$ cat config.mk
export PLATFORM = sky130hd
export DESIGN_NAME = mapped_moving_average_deadband
export DESIGN_NICKNAME = d
export VERILOG_FILES = /design/src/hdl/mmad_pkg.sv /design/src/hdl/mmad_div.sv /design/src/hdl/mapped_moving_average_deadband.sv
export SDC_FILE = /design/constraint.sdc
export NUM_CORES = 2
export LEC_CHECK = 0
export BUFFER_PORTS_ARGS = -buffer_cell sky130_fd_sc_hd__buf_2
export CAP_MARGIN = 10
export CORE_UTILIZATION = 50
export DETAILED_ROUTE_END_ITERATION = 16
export PLACE_DENSITY = 0.75
export SLEW_MARGIN = 5
export SYNTH_ARGS = -nofsm -noshare
export SYNTH_HDL_FRONTEND = slang
export SYNTH_SLANG_ARGS = --single-unit
$ cat constraint.sdc
create_clock -name clk -period 14.1 [get_ports clk]
set_input_delay 0.705 -clock clk [delete_from_list [all_inputs] [get_ports clk]]
set_output_delay 0.705 -clock clk [all_outputs]
set_load 0.01 [all_outputs]
$ cat src/hdl/mmad_pkg.sv
// ---------------------------------------------------------------------------
// mmad_pkg: shared types and constants
// Field widths, configuration register codes, reset values, the sequencer
// state type and the widths of the shared serial divider.
// ---------------------------------------------------------------------------
`default_nettype none

package mmad_pkg;

  // channels and field widths
  localparam int NCHAN  = 3;
  localparam int CH_W   = 2;
  localparam int SMP_W  = 16;
  localparam int MAP_W  = 18;
  localparam int FS_W   = 16;
  localparam int DB_W   = 8;
  localparam int CFG_IDX_W = 3;
  localparam int CFG_DAT_W = 16;

  localparam logic [CH_W-1:0] CH_NONE = 2'd3;

  // mapped value limits
  localparam logic [MAP_W-1:0] MAP_POS_SAT = 18'h1FFFF;
  localparam logic [MAP_W-1:0] MAP_NEG_SAT = 18'h20000;
  localparam logic [31:0]      MAP_NEG_MAG = 32'd131072;

  // shared divider widths: unsigned magnitudes
  localparam int DIV_NUM_W = 32;
  localparam int DIV_DEN_W = 16;

  // configuration register codes
  localparam logic [CFG_IDX_W-1:0] CFG_THR_LO = 3'd0;
  localparam logic [CFG_IDX_W-1:0] CFG_THR_HI = 3'd1;
  localparam logic [CFG_IDX_W-1:0] CFG_MIX_LO = 3'd2;
  localparam logic [CFG_IDX_W-1:0] CFG_MIX_HI = 3'd3;
  localparam logic [CFG_IDX_W-1:0] CFG_TRM_LO = 3'd4;
  localparam logic [CFG_IDX_W-1:0] CFG_TRM_HI = 3'd5;
  localparam logic [CFG_IDX_W-1:0] CFG_FS     = 3'd6;
  localparam logic [CFG_IDX_W-1:0] CFG_DB     = 3'd7;

  // configuration reset values
  localparam logic [SMP_W-1:0] RST_THR_LO = 16'hFFD8;  // -40
  localparam logic [SMP_W-1:0] RST_THR_HI = 16'd24300;
  localparam logic [SMP_W-1:0] RST_MIX_LO = 16'hFFD8;  // -40
  localparam logic [SMP_W-1:0] RST_MIX_HI = 16'd24300;
  localparam logic [SMP_W-1:0] RST_TRM_LO = 16'd3790;
  localparam logic [SMP_W-1:0] RST_TRM_HI = 16'd18880;
  localparam logic [FS_W-1:0]  RST_FS     = 16'd8192;
  localparam logic [DB_W-1:0]  RST_DB     = 8'd2;

  // sequencer states
  typedef enum logic [3:0] {
    S_IDLE,
    S_MUL,
    S_DIV1_START,
    S_DIV1_WAIT,
    S_SUM,
    S_DIV2_START,
    S_DIV2_WAIT,
    S_DONE
  } state_t;

endpackage

`default_nettype wire

$ cat src/hdl/mmad_div.sv
// ---------------------------------------------------------------------------
// mmad_div: shared serial divider
// Unsigned restoring division, one quotient bit per cycle. A start pulse
// loads the operands; done pulses in the cycle after the last step, and the
// quotient holds until the next start.
// ---------------------------------------------------------------------------
`default_nettype none

module mmad_div
  import mmad_pkg::*;
(
  input  wire logic                 clk,
  input  wire logic                 rst_n,
  input  wire logic                 start,
  input  wire logic [DIV_NUM_W-1:0] num,
  input  wire logic [DIV_DEN_W-1:0] den,
  output logic                      done,
  output logic [DIV_NUM_W-1:0]      quo
);

  localparam int STEP_W = $clog2(DIV_NUM_W + 1);

  logic                 busy_r;
  logic                 done_r;
  logic [STEP_W-1:0]    step_r;
  logic [DIV_NUM_W-1:0] quo_r;
  logic [DIV_DEN_W-1:0] rem_r;
  logic [DIV_DEN_W-1:0] den_r;

  logic [DIV_DEN_W:0]   shifted;
  logic [DIV_DEN_W:0]   trial;
  logic                 fits;

  // trial subtract of the divisor from the shifted remainder
  assign shifted = {rem_r, quo_r[DIV_NUM_W-1]};
  assign trial   = shifted - {1'b0, den_r};
  assign fits    = (shifted >= {1'b0, den_r});

  // control: step counter and done pulse
  always_ff @(posedge clk) begin
    if (!rst_n) begin
      busy_r <= 1'b0;
      done_r <= 1'b0;
      step_r <= '0;
    end else begin
      done_r <= 1'b0;
      if (start) begin
        busy_r <= 1'b1;
        step_r <= STEP_W'(DIV_NUM_W);
      end else if (busy_r) begin
        step_r <= step_r - 1'b1;
        if (step_r == STEP_W'(1)) begin
          busy_r <= 1'b0;
          done_r <= 1'b1;
        end
      end
    end
  end

  // datapath: shift in numerator bits, shift out quotient bits
  always_ff @(posedge clk) begin
    if (start) begin
      quo_r <= num;
      rem_r <= '0;
      den_r <= den;
    end else if (busy_r) begin
      rem_r <= fits ? trial[DIV_DEN_W-1:0] : shifted[DIV_DEN_W-1:0];
      quo_r <= {quo_r[DIV_NUM_W-2:0], fits};
    end
  end

  assign done = done_r;
  assign quo  = quo_r;

endmodule

`default_nettype wire

$ cat src/hdl/mapped_moving_average_deadband.sv
// ---------------------------------------------------------------------------
// mapped_moving_average_deadband: three-channel mapped running average
// Maps each sample through its channel's calibration points, keeps a
// per-channel running average over the last WINDOW mapped values and flags
// averages that leave the dead band around the last reported value.
//
//   port group   dir  tdata (low bit up)            tuser
//   in_          in   sample[15:0]                  channel[1:0]
//   out_         out  average[17:0], report, pad    channel_out[1:0]
//   cfg_         in   wr_en, index[2:0], data[15:0] -
//
// An item passes through the states S_MUL, S_DIV1_START, S_DIV1_WAIT, S_SUM,
// S_DIV2_START, S_DIV2_WAIT and S_DONE between one accepted word and the next;
// each of the two serial divider passes (mapping quotient, then average) holds
// the sequencer until the divider's done pulse. in_tready is high only while the
// sequencer is idle; a result waits in the output register and the next word
// is taken meanwhile, but the sequencer holds in its last state while that
// register is still full. Channel code three is taken and dropped in its
// accept cycle. Reset is synchronous and needs no clearing pass.
// ---------------------------------------------------------------------------
`default_nettype none

module mapped_moving_average_deadband
  import mmad_pkg::*;
#(
  parameter int WINDOW = 32
) (
  input  wire logic                 clk,
  input  wire logic                 rst_n,
  // input stream
  input  wire logic                 in_tvalid,
  output logic                      in_tready,
  input  wire logic [15:0]          in_tdata,   // sample[15:0]
  input  wire logic [CH_W-1:0]      in_tuser,   // channel[1:0]
  // result stream
  output logic                      out_tvalid,
  input  wire logic                 out_tready,
  output logic [23:0]               out_tdata,  // average[17:0], report[18], zero
  output logic [CH_W-1:0]           out_tuser,  // channel_out[1:0]
  // configuration writes
  input  wire logic                 cfg_wr_en,
  input  wire logic [CFG_IDX_W-1:0] cfg_index,
  input  wire logic [CFG_DAT_W-1:0] cfg_data
);

  localparam int SUM_W  = MAP_W + $clog2(WINDOW);
  localparam int NUM2_W = SUM_W + 1;
  localparam int CNT_W  = $clog2(WINDOW + 1);
  localparam int POS_W  = (WINDOW > 1) ? $clog2(WINDOW) : 1;
  localparam int DEPTH  = NCHAN * WINDOW;
  localparam int RA_W   = $clog2(DEPTH);

  // configuration registers
  logic [SMP_W-1:0] lo_r [NCHAN];
  logic [SMP_W-1:0] hi_r [NCHAN];
  logic [FS_W-1:0]  fs_r;
  logic [DB_W-1:0]  db_r;

  // per-channel window state
  logic signed [SUM_W-1:0] sum_r  [NCHAN];
  logic [CNT_W-1:0]        cnt_r  [NCHAN];
  logic [POS_W-1:0]        pos_r  [NCHAN];
  logic [MAP_W-1:0]        last_r [NCHAN];

  // sample ring memory
  logic [MAP_W-1:0] ring [DEPTH];
  logic [MAP_W-1:0] ring_q_r;
  logic [RA_W-1:0]  ring_addr;

  // sequencer and item registers
  state_t           state_r, state_nxt;
  logic [CH_W-1:0]  ch_r;
  logic [SMP_W-1:0] smp_r;
  logic [31:0]      prod_mag_r;
  logic [15:0]      span_mag_r;
  logic             q_neg_r;
  logic             span_zero_r;
  logic             avg_neg_r;

  // output register
  logic             out_valid_r;
  logic [MAP_W-1:0] out_avg_r;
  logic             out_rep_r;
  logic [CH_W-1:0]  out_ch_r;

  // divider hookup
  logic                 div_start;
  logic [DIV_NUM_W-1:0] div_num;
  logic [DIV_DEN_W-1:0] div_den;
  logic                 div_done;
  logic [DIV_NUM_W-1:0] div_quo;

  // combinational datapath
  logic signed [16:0]       diff_c;
  logic signed [16:0]       span_c;
  logic signed [16:0]       fs_c;
  logic signed [33:0]       prod_c;
  logic [33:0]              prod_abs_c;
  logic [16:0]              span_abs_c;
  logic [MAP_W-1:0]         mapped_c;
  logic signed [SUM_W-1:0]  mapped_ext_c;
  logic signed [SUM_W-1:0]  old_ext_c;
  logic signed [SUM_W-1:0]  sum_new_c;
  logic                     filling_c;
  logic signed [NUM2_W-1:0] num2_c;
  logic [NUM2_W-1:0]        num2_abs_c;
  logic [MAP_W-1:0]         avg_c;
  logic signed [19:0]       avg20_c;
  logic signed [19:0]       last20_c;
  logic signed [19:0]       band_lo_c;
  logic signed [19:0]       band_hi_c;
  logic                     rep_c;
  logic                     out_free;

  mmad_div u_div (
    .clk   (clk),
    .rst_n (rst_n),
    .start (div_start),
    .num   (div_num),
    .den   (div_den),
    .done  (div_done),
    .quo   (div_quo)
  );

  // map: signed difference, span and product
  assign diff_c     = $signed({smp_r[SMP_W-1], smp_r})
                    - $signed({lo_r[ch_r][SMP_W-1], lo_r[ch_r]});
  assign span_c     = $signed({hi_r[ch_r][SMP_W-1], hi_r[ch_r]})
                    - $signed({lo_r[ch_r][SMP_W-1], lo_r[ch_r]});
  assign fs_c       = $signed({1'b0, fs_r});
  assign prod_c     = diff_c * fs_c;
  assign prod_abs_c = prod_c[33] ? (34'd0 - prod_c) : prod_c;
  assign span_abs_c = span_c[16] ? (17'd0 - span_c) : span_c;

  // map: sign and saturate the first quotient
  always_comb begin
    if (span_zero_r) begin
      mapped_c = '0;
    end else if (!q_neg_r) begin
      mapped_c = (|div_quo[31:17]) ? MAP_POS_SAT : div_quo[MAP_W-1:0];
    end else if (div_quo > MAP_NEG_MAG) begin
      mapped_c = MAP_NEG_SAT;
    end else begin
      mapped_c = {MAP_W{1'b0}} - div_quo[MAP_W-1:0];
    end
  end

  // window: running sum update
  assign ring_addr    = RA_W'(ch_r * WINDOW) + RA_W'(pos_r[ch_r]);
  assign filling_c    = (cnt_r[ch_r] < CNT_W'(WINDOW));
  assign mapped_ext_c = SUM_W'($signed(mapped_c));
  assign old_ext_c    = SUM_W'($signed(ring_q_r));
  assign sum_new_c    = filling_c ? (sum_r[ch_r] + mapped_ext_c)
                                  : (sum_r[ch_r] + mapped_ext_c - old_ext_c);

  // average: rounded numerator
  assign num2_c     = NUM2_W'(sum_r[ch_r]) + $signed(NUM2_W'(cnt_r[ch_r] >> 1));
  assign num2_abs_c = num2_c[NUM2_W-1] ? ({NUM2_W{1'b0}} - num2_c) : num2_c;

  // average: sign and dead-band test
  assign avg_c     = avg_neg_r ? ({MAP_W{1'b0}} - div_quo[MAP_W-1:0]) : div_quo[MAP_W-1:0];
  assign avg20_c   = 20'($signed(avg_c));
  assign last20_c  = 20'($signed(last_r[ch_r]));
  assign band_lo_c = avg20_c - $signed({12'd0, db_r});
  assign band_hi_c = avg20_c + $signed({12'd0, db_r});
  assign rep_c     = (last20_c < band_lo_c) || (last20_c > band_hi_c);

  assign out_free = !out_valid_r || out_tready;

  // sequencer: next state and divider start
  always_comb begin
    state_nxt = state_r;
    div_start = 1'b0;
    div_num   = prod_mag_r;
    div_den   = span_mag_r;
    case (state_r)
      S_IDLE: begin
        if (in_tvalid && in_tuser != CH_NONE) begin
          state_nxt = S_MUL;
        end
      end
      S_MUL: begin
        state_nxt = S_DIV1_START;
      end
      S_DIV1_START: begin
        div_start = 1'b1;
        state_nxt = S_DIV1_WAIT;
      end
      S_DIV1_WAIT: begin
        if (div_done) begin
          state_nxt = S_SUM;
        end
      end
      S_SUM: begin
        state_nxt = S_DIV2_START;
      end
      S_DIV2_START: begin
        div_start = 1'b1;
        div_num   = DIV_NUM_W'(num2_abs_c);
        div_den   = DIV_DEN_W'(cnt_r[ch_r]);
        state_nxt = S_DIV2_WAIT;
      end
      S_DIV2_WAIT: begin
        if (div_done) begin
          state_nxt = S_DONE;
        end
      end
      S_DONE: begin
        if (out_free) begin
          state_nxt = S_IDLE;
        end
      end
      default: begin
        state_nxt = S_IDLE;
      end
    endcase
  end

  // hold the sequencer state
  always_ff @(posedge clk) begin
    if (!rst_n) begin
      state_r <= S_IDLE;
    end else begin
      state_r <= state_nxt;
    end
  end

  // capture the accepted word and the mapping operands
  always_ff @(posedge clk) begin
    if (state_r == S_IDLE && in_tvalid) begin
      ch_r  <= in_tuser;
      smp_r <= in_tdata;
    end
    if (state_r == S_MUL) begin
      prod_mag_r  <= prod_abs_c[31:0];
      span_mag_r  <= span_abs_c[15:0];
      q_neg_r     <= prod_c[33] ^ span_c[16];
      span_zero_r <= (span_c == 17'sd0);
    end
    if (state_r == S_DIV2_START) begin
      avg_neg_r <= num2_c[NUM2_W-1];
    end
  end

  // ring memory: read the outgoing entry, write the new one
  always_ff @(posedge clk) begin
    if (state_r == S_MUL) begin
      ring_q_r <= ring[ring_addr];
    end
    if (state_r == S_SUM) begin
      ring[ring_addr] <= mapped_c;
    end
  end

  // configuration writes and per-channel window state
  always_ff @(posedge clk) begin
    if (!rst_n) begin
      lo_r[0] <= RST_THR_LO;
      hi_r[0] <= RST_THR_HI;
      lo_r[1] <= RST_MIX_LO;
      hi_r[1] <= RST_MIX_HI;
      lo_r[2] <= RST_TRM_LO;
      hi_r[2] <= RST_TRM_HI;
      fs_r    <= RST_FS;
      db_r    <= RST_DB;
      for (int i = 0; i < NCHAN; i++) begin
        sum_r[i]  <= '0;
        cnt_r[i]  <= '0;
        pos_r[i]  <= '0;
        last_r[i] <= '0;
      end
    end else begin
      if (cfg_wr_en) begin
        case (cfg_index)
          CFG_THR_LO: lo_r[0] <= cfg_data;
          CFG_THR_HI: hi_r[0] <= cfg_data;
          CFG_MIX_LO: lo_r[1] <= cfg_data;
          CFG_MIX_HI: hi_r[1] <= cfg_data;
          CFG_TRM_LO: lo_r[2] <= cfg_data;
          CFG_TRM_HI: hi_r[2] <= cfg_data;
          CFG_FS:     fs_r    <= cfg_data;
          CFG_DB:     db_r    <= cfg_data[DB_W-1:0];
          default:    ;
        endcase
      end
      // advance the window
      if (state_r == S_SUM) begin
        sum_r[ch_r] <= sum_new_c;
        if (filling_c) begin
          cnt_r[ch_r] <= cnt_r[ch_r] + 1'b1;
        end
        if (pos_r[ch_r] == POS_W'(WINDOW - 1)) begin
          pos_r[ch_r] <= '0;
        end else begin
          pos_r[ch_r] <= pos_r[ch_r] + 1'b1;
        end
      end
      // replace the last reported value
      if (state_r == S_DONE && out_free && rep_c) begin
        last_r[ch_r] <= avg_c;
      end
    end
  end

  // output register: valid flag
  always_ff @(posedge clk) begin
    if (!rst_n) begin
      out_valid_r <= 1'b0;
    end else if (state_r == S_DONE && out_free) begin
      out_valid_r <= 1'b1;
    end else if (out_tready) begin
      out_valid_r <= 1'b0;
    end
  end

  // output register: payload
  always_ff @(posedge clk) begin
    if (state_r == S_DONE && out_free) begin
      out_avg_r <= avg_c;
      out_rep_r <= rep_c;
      out_ch_r  <= ch_r;
    end
  end

  assign in_tready  = (state_r == S_IDLE);
  assign out_tvalid = out_valid_r;
  assign out_tdata  = {5'd0, out_rep_r, out_avg_r};
  assign out_tuser  = out_ch_r;

endmodule

`default_nettype wire
### Word-level counts from Yosys, hierarchy flattened

Memory sizes are Yosys's and may differ from the RTL's. A register that Yosys moved wholly into a read port is not among the register bits.
Cells that the tools add are included.

| storage, ports and cells | value |
|---|---|
| register bits after elaboration | 191 |
| word-level logic and storage cells | 202 |
| memories kept | 7 |
| bits in writable memories | 1980 |

| operators by class | value |
|---|---|
| reduce and logical (&&, ||, !) cells | 23 |
| equality and inequality tests | 21 |
| multiplexer cells | 97 |
| $add $sub $neg | 16 |
| multipliers | 1 |
| bitwise gates (word level) | 10 |
| $lt $le $gt $ge | 5 |

Memory list:

| name | words | bits a word | rd ports | clocked after memory_dff | write ports | RTL line | RTL |
|---|---|---|---|---|---|---|---|
| ring | 96 | 18 | 1 | 1 | 1 | mapped_moving_average_deadband.sv:66 | `logic [MAP_W-1:0] ring [DEPTH];` |
| sum_r | 3 | 23 | 1 | 1 | 3 | mapped_moving_average_deadband.sv:60 | `logic signed [SUM_W-1:0] sum_r [NCHAN];` |
| last_r | 3 | 18 | 1 | 1 | 3 | mapped_moving_average_deadband.sv:63 | `logic [MAP_W-1:0] last_r [NCHAN];` |
| hi_r | 3 | 16 | 1 | 1 | 3 | mapped_moving_average_deadband.sv:55 | `logic [SMP_W-1:0] hi_r [NCHAN];` |
| lo_r | 3 | 16 | 1 | 1 | 3 | mapped_moving_average_deadband.sv:54 | `logic [SMP_W-1:0] lo_r [NCHAN];` |
| cnt_r | 3 | 6 | 1 | 1 | 3 | mapped_moving_average_deadband.sv:61 | `logic [CNT_W-1:0] cnt_r [NCHAN];` |
| 1 more memories | - | - | - | - | - | - |  |

Operators with widths:

| kind | number |
|---|---|
| $mux 16 | 8 |
| $mux 32 | 4 |
| $mux 18 | 6 |
| $mux 1 | 55 |
| $mux 23 | 2 |
| $mul 17x17->34 | 1 |
| $sub 16x16->17 | 2 |
| $gt 32x18->1 const B | 1 |
| $pmux 4 s8 | 1 |
| $sub 1x32->32 const A | 1 |
| $add 23x6->24 | 1 |
| $mux 24 | 1 |
| $mux 6 | 4 |
| $sub 1x24->24 const A | 1 |
| $add 23x18->23 | 1 |
| $reduce_or 23->1 | 1 |
| $sub 23x18->23 | 1 |
| $mux 2 | 10 |
| $add 18x9->19 | 1 |
| $gt 18x19->1 | 1 |
| $lt 18x19->1 | 1 |
| $sub 18x9->19 | 1 |
| $reduce_or 18->1 | 1 |
| $sub 1x18->18 const A | 1 |
| other kinds (37) | 66 |

### Longest topological paths before layout

| depth | value |
|---|---|
| word-level depth | 11 |
| mapped depth | 45 |
| mapped depth without buffers | 35 |

### Cells and area by module

A second synthesis with hierarchy kept.

| unflattened totals | value |
|---|---|
| cells, all modules | 7421 |
| area, all modules | 104147.4 µm² |

By module, submodules not included:

| module | sequential area each (µm²) | instances | area an instance (µm²) | cells each |
|---|---|---|---|---|
| mapped_moving_average_deadband | 64862.2 | 1 | 100393.8 | 7092 |
| mmad_div | 1921.8 | 1 | 3753.6 | 329 |

### Least setup slack after synthesis

Ideal clock, no wire load.

| timing | value |
|---|---|
| path kind | flip-flop to flip-flop |
| start | reg u_div.quo_r[0] (netlist: u_div.quo[0]) |
| end | mem sum_r[2][22] (netlist bit), data pin |
| arrival time | 10.260 ns |
| setup time | 0.270 ns |
| stages on the path, launching flop included | 30 |
| required time | 13.830 ns |
| path slack | 3.570 ns |
| clock period less this slack | 10.530 ns |
| path through | edfxtp_1 inv_1 ha_1 nor3b_2 and3_1 nand2_1 o21a_1 o21ai_0 nand2b_1 clkbuf_1 clkbuf_1 a311oi_1 ha_1 o21ai_0 a21oi_1 a41oi_1 nor2_1 o31a_1 nor2_1 xnor2_1 ha_1 inv_1 o21ai_0 a31o_2 a31oi_1 o211ai_1 and4_1 nor4_1 a21o_1 a21oi_1 |

RTL lines:

| element | RTL line | RTL |
|---|---|---|
| start: declaration | mmad_div.sv:26 | `logic [DIV_NUM_W-1:0] quo_r;` |
| start signal: assignment | mmad_div.sv:63 | `quo_r <= num;` |
| start signal: assignment | mmad_div.sv:68 | `quo_r <= {quo_r[DIV_NUM_W-2:0], fits};` |
| end: declaration | mapped_moving_average_deadband.sv:60 |  |

==> flow_summary.toml <==
[timing]
slew_headroom_pct = 13.6
timing.fmax_mhz = 94.8
tightest_slew_ns = 1.29
clock_skew_ns = 0.110
setup_viol = 0
setup_tns_ns = 0
slew_viol_final = 0
fin_crit_sh_pct = 74.8
post-route-min-period_ns = 10.54
rsz0062_at_grt = "no"
hold_viol_final = 0

[power]
p_per_area_nw_per_um2 = 240
seqPwrFrac_pct = 32.3
ir_worst_vdd_mv = 0.240
p_int_mw = 16.4
power_leakage_nw = 40.8
power_frac_clock_pct = 21.1
p_total_mw = 27.9
sw_frac_of_total_pct = 41.0
comb_power_share_pct = 46.6
p_sw_mw = 11.4

[setup_path]
path_delay_family = "adder cells"
slowest_stage = "dfxtp_4"
critPathMostFrequentCell = "fa_1"
slowest_delay_ns = 0.71
rrSetupSlack_ns = 3.56
critPathArrivalTime_ns = 11.18
worstSetupPathType = "reg2reg"
required_ns = 14.74
end_kind = "flip-flop"
cp_max_fo = 31
reg2reg_to = "prod_mag_r[31]"
start_kind = "flip-flop"
r2r_cells = 32
cp.buffers_inverters = 4

[drt]
drtPass1Iterations = 8
ant_nets = 0
drc = 0
routedWlPerCell_um = 25.7
vias = 66900
wl_um = 271000
viasPerCell = 6.34
drtIter0Drc = 8130

[synthesis]
synth-edff-count = 2188
ys_types = 97
synth-seq-cells = 2242
synthCells = 7502
synth_xor_area_share_pct = 1.90
synth_area_leaders = "edfxtp_1 (63%), fa_1 (5.4%), a22oi_1 (3.8%), ha_1 (3.1%), inv_1 (1.9%)"
yosys.area.top_type = "edfxtp_1"
ys_seq_area_share_pct = 63.9
post_synth_fa_ha_maj_area_fraction_pct = 8.48
synthSimpleGateAreaFrac_pct = 7.60
synth_top_family_by_area = "compound AO/OA/AOI/OAI gates"
synth_compound_area_share_pct = 12.3
synth_top_area_share_pct = 62.9
netlist_area_um2 = 104000
async_reset_ff_share_pct = 0
yosysWarnings = 0
synthMuxAreaShare_pct = 2.10
avgSynthCellArea_um2 = 13.9
ys.flop_type = "edfxtp_1"

[cells_and_area]
drive_gt1_share_pct = 10.6
area_delta_synth_final_pct = 11.1
nNetsFinal = 8157
final_cell_mix = "edfxtp_1 (2,188), a22oi_1 (529), inv_1 (515), nand2_1 (445), nor2_1 (360)"
regArea_um2 = 66800
layout_commonest_cell = "edfxtp_1"
multi_input_area_um2 = 34400
final.fill_count = 16000

[clock_network]
htreeDepth = 4
cts.sinks = 2242
cts_resized = 0
path_clk_slew_ns = 0.06
cts_tree = "done"
root_buffer = "clkbuf_16"
clk_path_buf_depth = 3
clk_latency_ns = 0.92
cts_made_buffers = 214

[placed_design]
placement.io_buffers = 64
globalplace.congestion = 0.892
dp_hpwl_um = 160000

[grt]
grt_pass1_wl_um = 404000
grt-ovfl-total = 0
track_usage_pct = 25.2
grt_pass1_vias = 65700
antenna_found_initial = 8
grt_start_max_net_pins = 111

[floorplan]
die_w_um = 459
design.core.area_um2 = 207000
start_util_pct = 50.4
die_height_um = 459
die-area_um2 = 211000
row_count = 167
ioPinCount = 70

[min_path]
hold_end = "ch_r[0]"
hp-start = "in_tuser[0]"
hold_class = "in2reg"
min_path_cells = 1

[status]
outcome = "completed"

[job]
drv_cap = 0
[worst max path at each step]
stage                            start        endpoint  slack, ns  depth (start not counted)
after floorplan           u_div.quo[0]    sum_r[2][22]       3.57                         29
after global placement       flip-flop  prod_mag_r[31]       3.85                         32
after global routing         flip-flop  prod_mag_r[31]       2.88                         32
after detailed placement     flip-flop  prod_mag_r[31]       3.69                         32
final                        flip-flop  prod_mag_r[31]       3.56                         32
after CTS                    flip-flop  prod_mag_r[31]       3.64                         32
[metrics by stage]
stage	hold WS (ns)	std cells	utilization [%]	worst slack [ns]	instance area (um2)
after floorplan	0.450	7506	-	3.57	104000
after global placement	0.462	10100	52.4	3.85	109000
after detailed placement	0.469	10100	52.4	3.69	109000
after CTS	0.0599	10500	56.0	3.64	116000
after global routing	0.0742	10600	56.0	2.88	116000
final	0.101	10600	56.0	3.56	116000
[cells in the mapped netlist, types with 27 or more instances]
cell / number
edfxtp_1: 2188
a22oi_1: 529
inv_1: 516
nand2_1: 448
nor2_1: 439
fa_1: 283
ha_1: 255
a21oi_1: 230
clkbuf_1: 219
a22o_1: 177
a221oi_1: 172
buf_2: 160
nand4_1: 159
o21ai_0: 146
xnor2_1: 145
and2_1: 119
a31oi_1: 113
nand3_1: 87
xor2_1: 82
mux2i_1: 77
nand2b_1: 74
nor2b_1: 62
a21o_1: 60
nor3_1: 56
dfxtp_1: 54
or3_1: 52
mux4_2: 49
and3_1: 47
o21a_1: 42
o211ai_1: 35
o21ai_1: 34
a21boi_0: 28
buf_1: 27
[state kept, by name (all words and copies together), names as in the netlist, 8 cells and up, named ones only]
signal and cells:
cnt_r 24, db_r 8, fs_r 16, hi_r 48, last_r 72, lo_r 48
out_avg_r 18, pos_r 20, prod_mag_r 32, ring 1728, ring_q_r 18, smp_r 16
span_mag_r 16, sum_r 92, u_div.den_r 16, u_div.quo 32, u_div.rem_r 16
[routing by layer]
metal  wire length, um  part of all wire, %  track usage [%]  vias up
li1                  -                    -                -    28700
met5                46                0.017                0        -
met4              9520                  3.5             8.69        6
met1            104000                   38             34.2    33600
met3             30000                   11             5.31      587
met2            128000                   47             40.4     4088
[worst register-to-register path, delay by kind of cell (launching register included)]
| family | cells | cell delay, ns |
|---|---|---|
| buffers and inverters | 4 | 0.21 |
| muxes | 1 | 0.29 |
| and+or+nand+nor | 6 | 1.95 |
| DFF | 1 | 0.71 |
| AOI/OAI and AO/OA | 12 | 3.25 |
| adders and majority gates | 8 | 3.67 |
| xor gates and xnor gates | 1 | 0.17 |
[final cells by class]
cell class	instances	area share, %
tap	2788	3.00
clock inverter	151	1.51
timing repair buffer	286	1.88
antenna	2	0.00431
sequential	2242	57.5
clock buffer	252	4.77
inverter	518	1.67
multi-input combinational	4315	29.6
[what timing repair did]
action                                 in CTS  in global routing
buffers inserted                            0                  0
hold buffers                               16                  0
endpoints found under the hold margin      16                  0
[power groups by stage]
stage / Sequential, mW / Clock, mW / Combinational [mW]
final: 9.02 / 5.87 / 13.0
after floorplan: 9.11 / 0 / 8.91
after detailed placement: 9.15 / 0 / 12.7
after global routing: 9.04 / 6.15 / 14.0
after global placement: 9.14 / 0 / 12.4
after CTS: 9.01 / 5.91 / 12.8
[kinds of logic after synthesis]
family,count (synthesis)
multiplexers,154
XOR/XNOR,227
AO/OA/AOI/OAI,1761
flip-flops,2242
buffers and inverters,949
adder cells (fa/ha/maj),538
AND/OR/NAND/NOR,1630
other,1
Note: power is estimated with default switching activity, not from simulation.
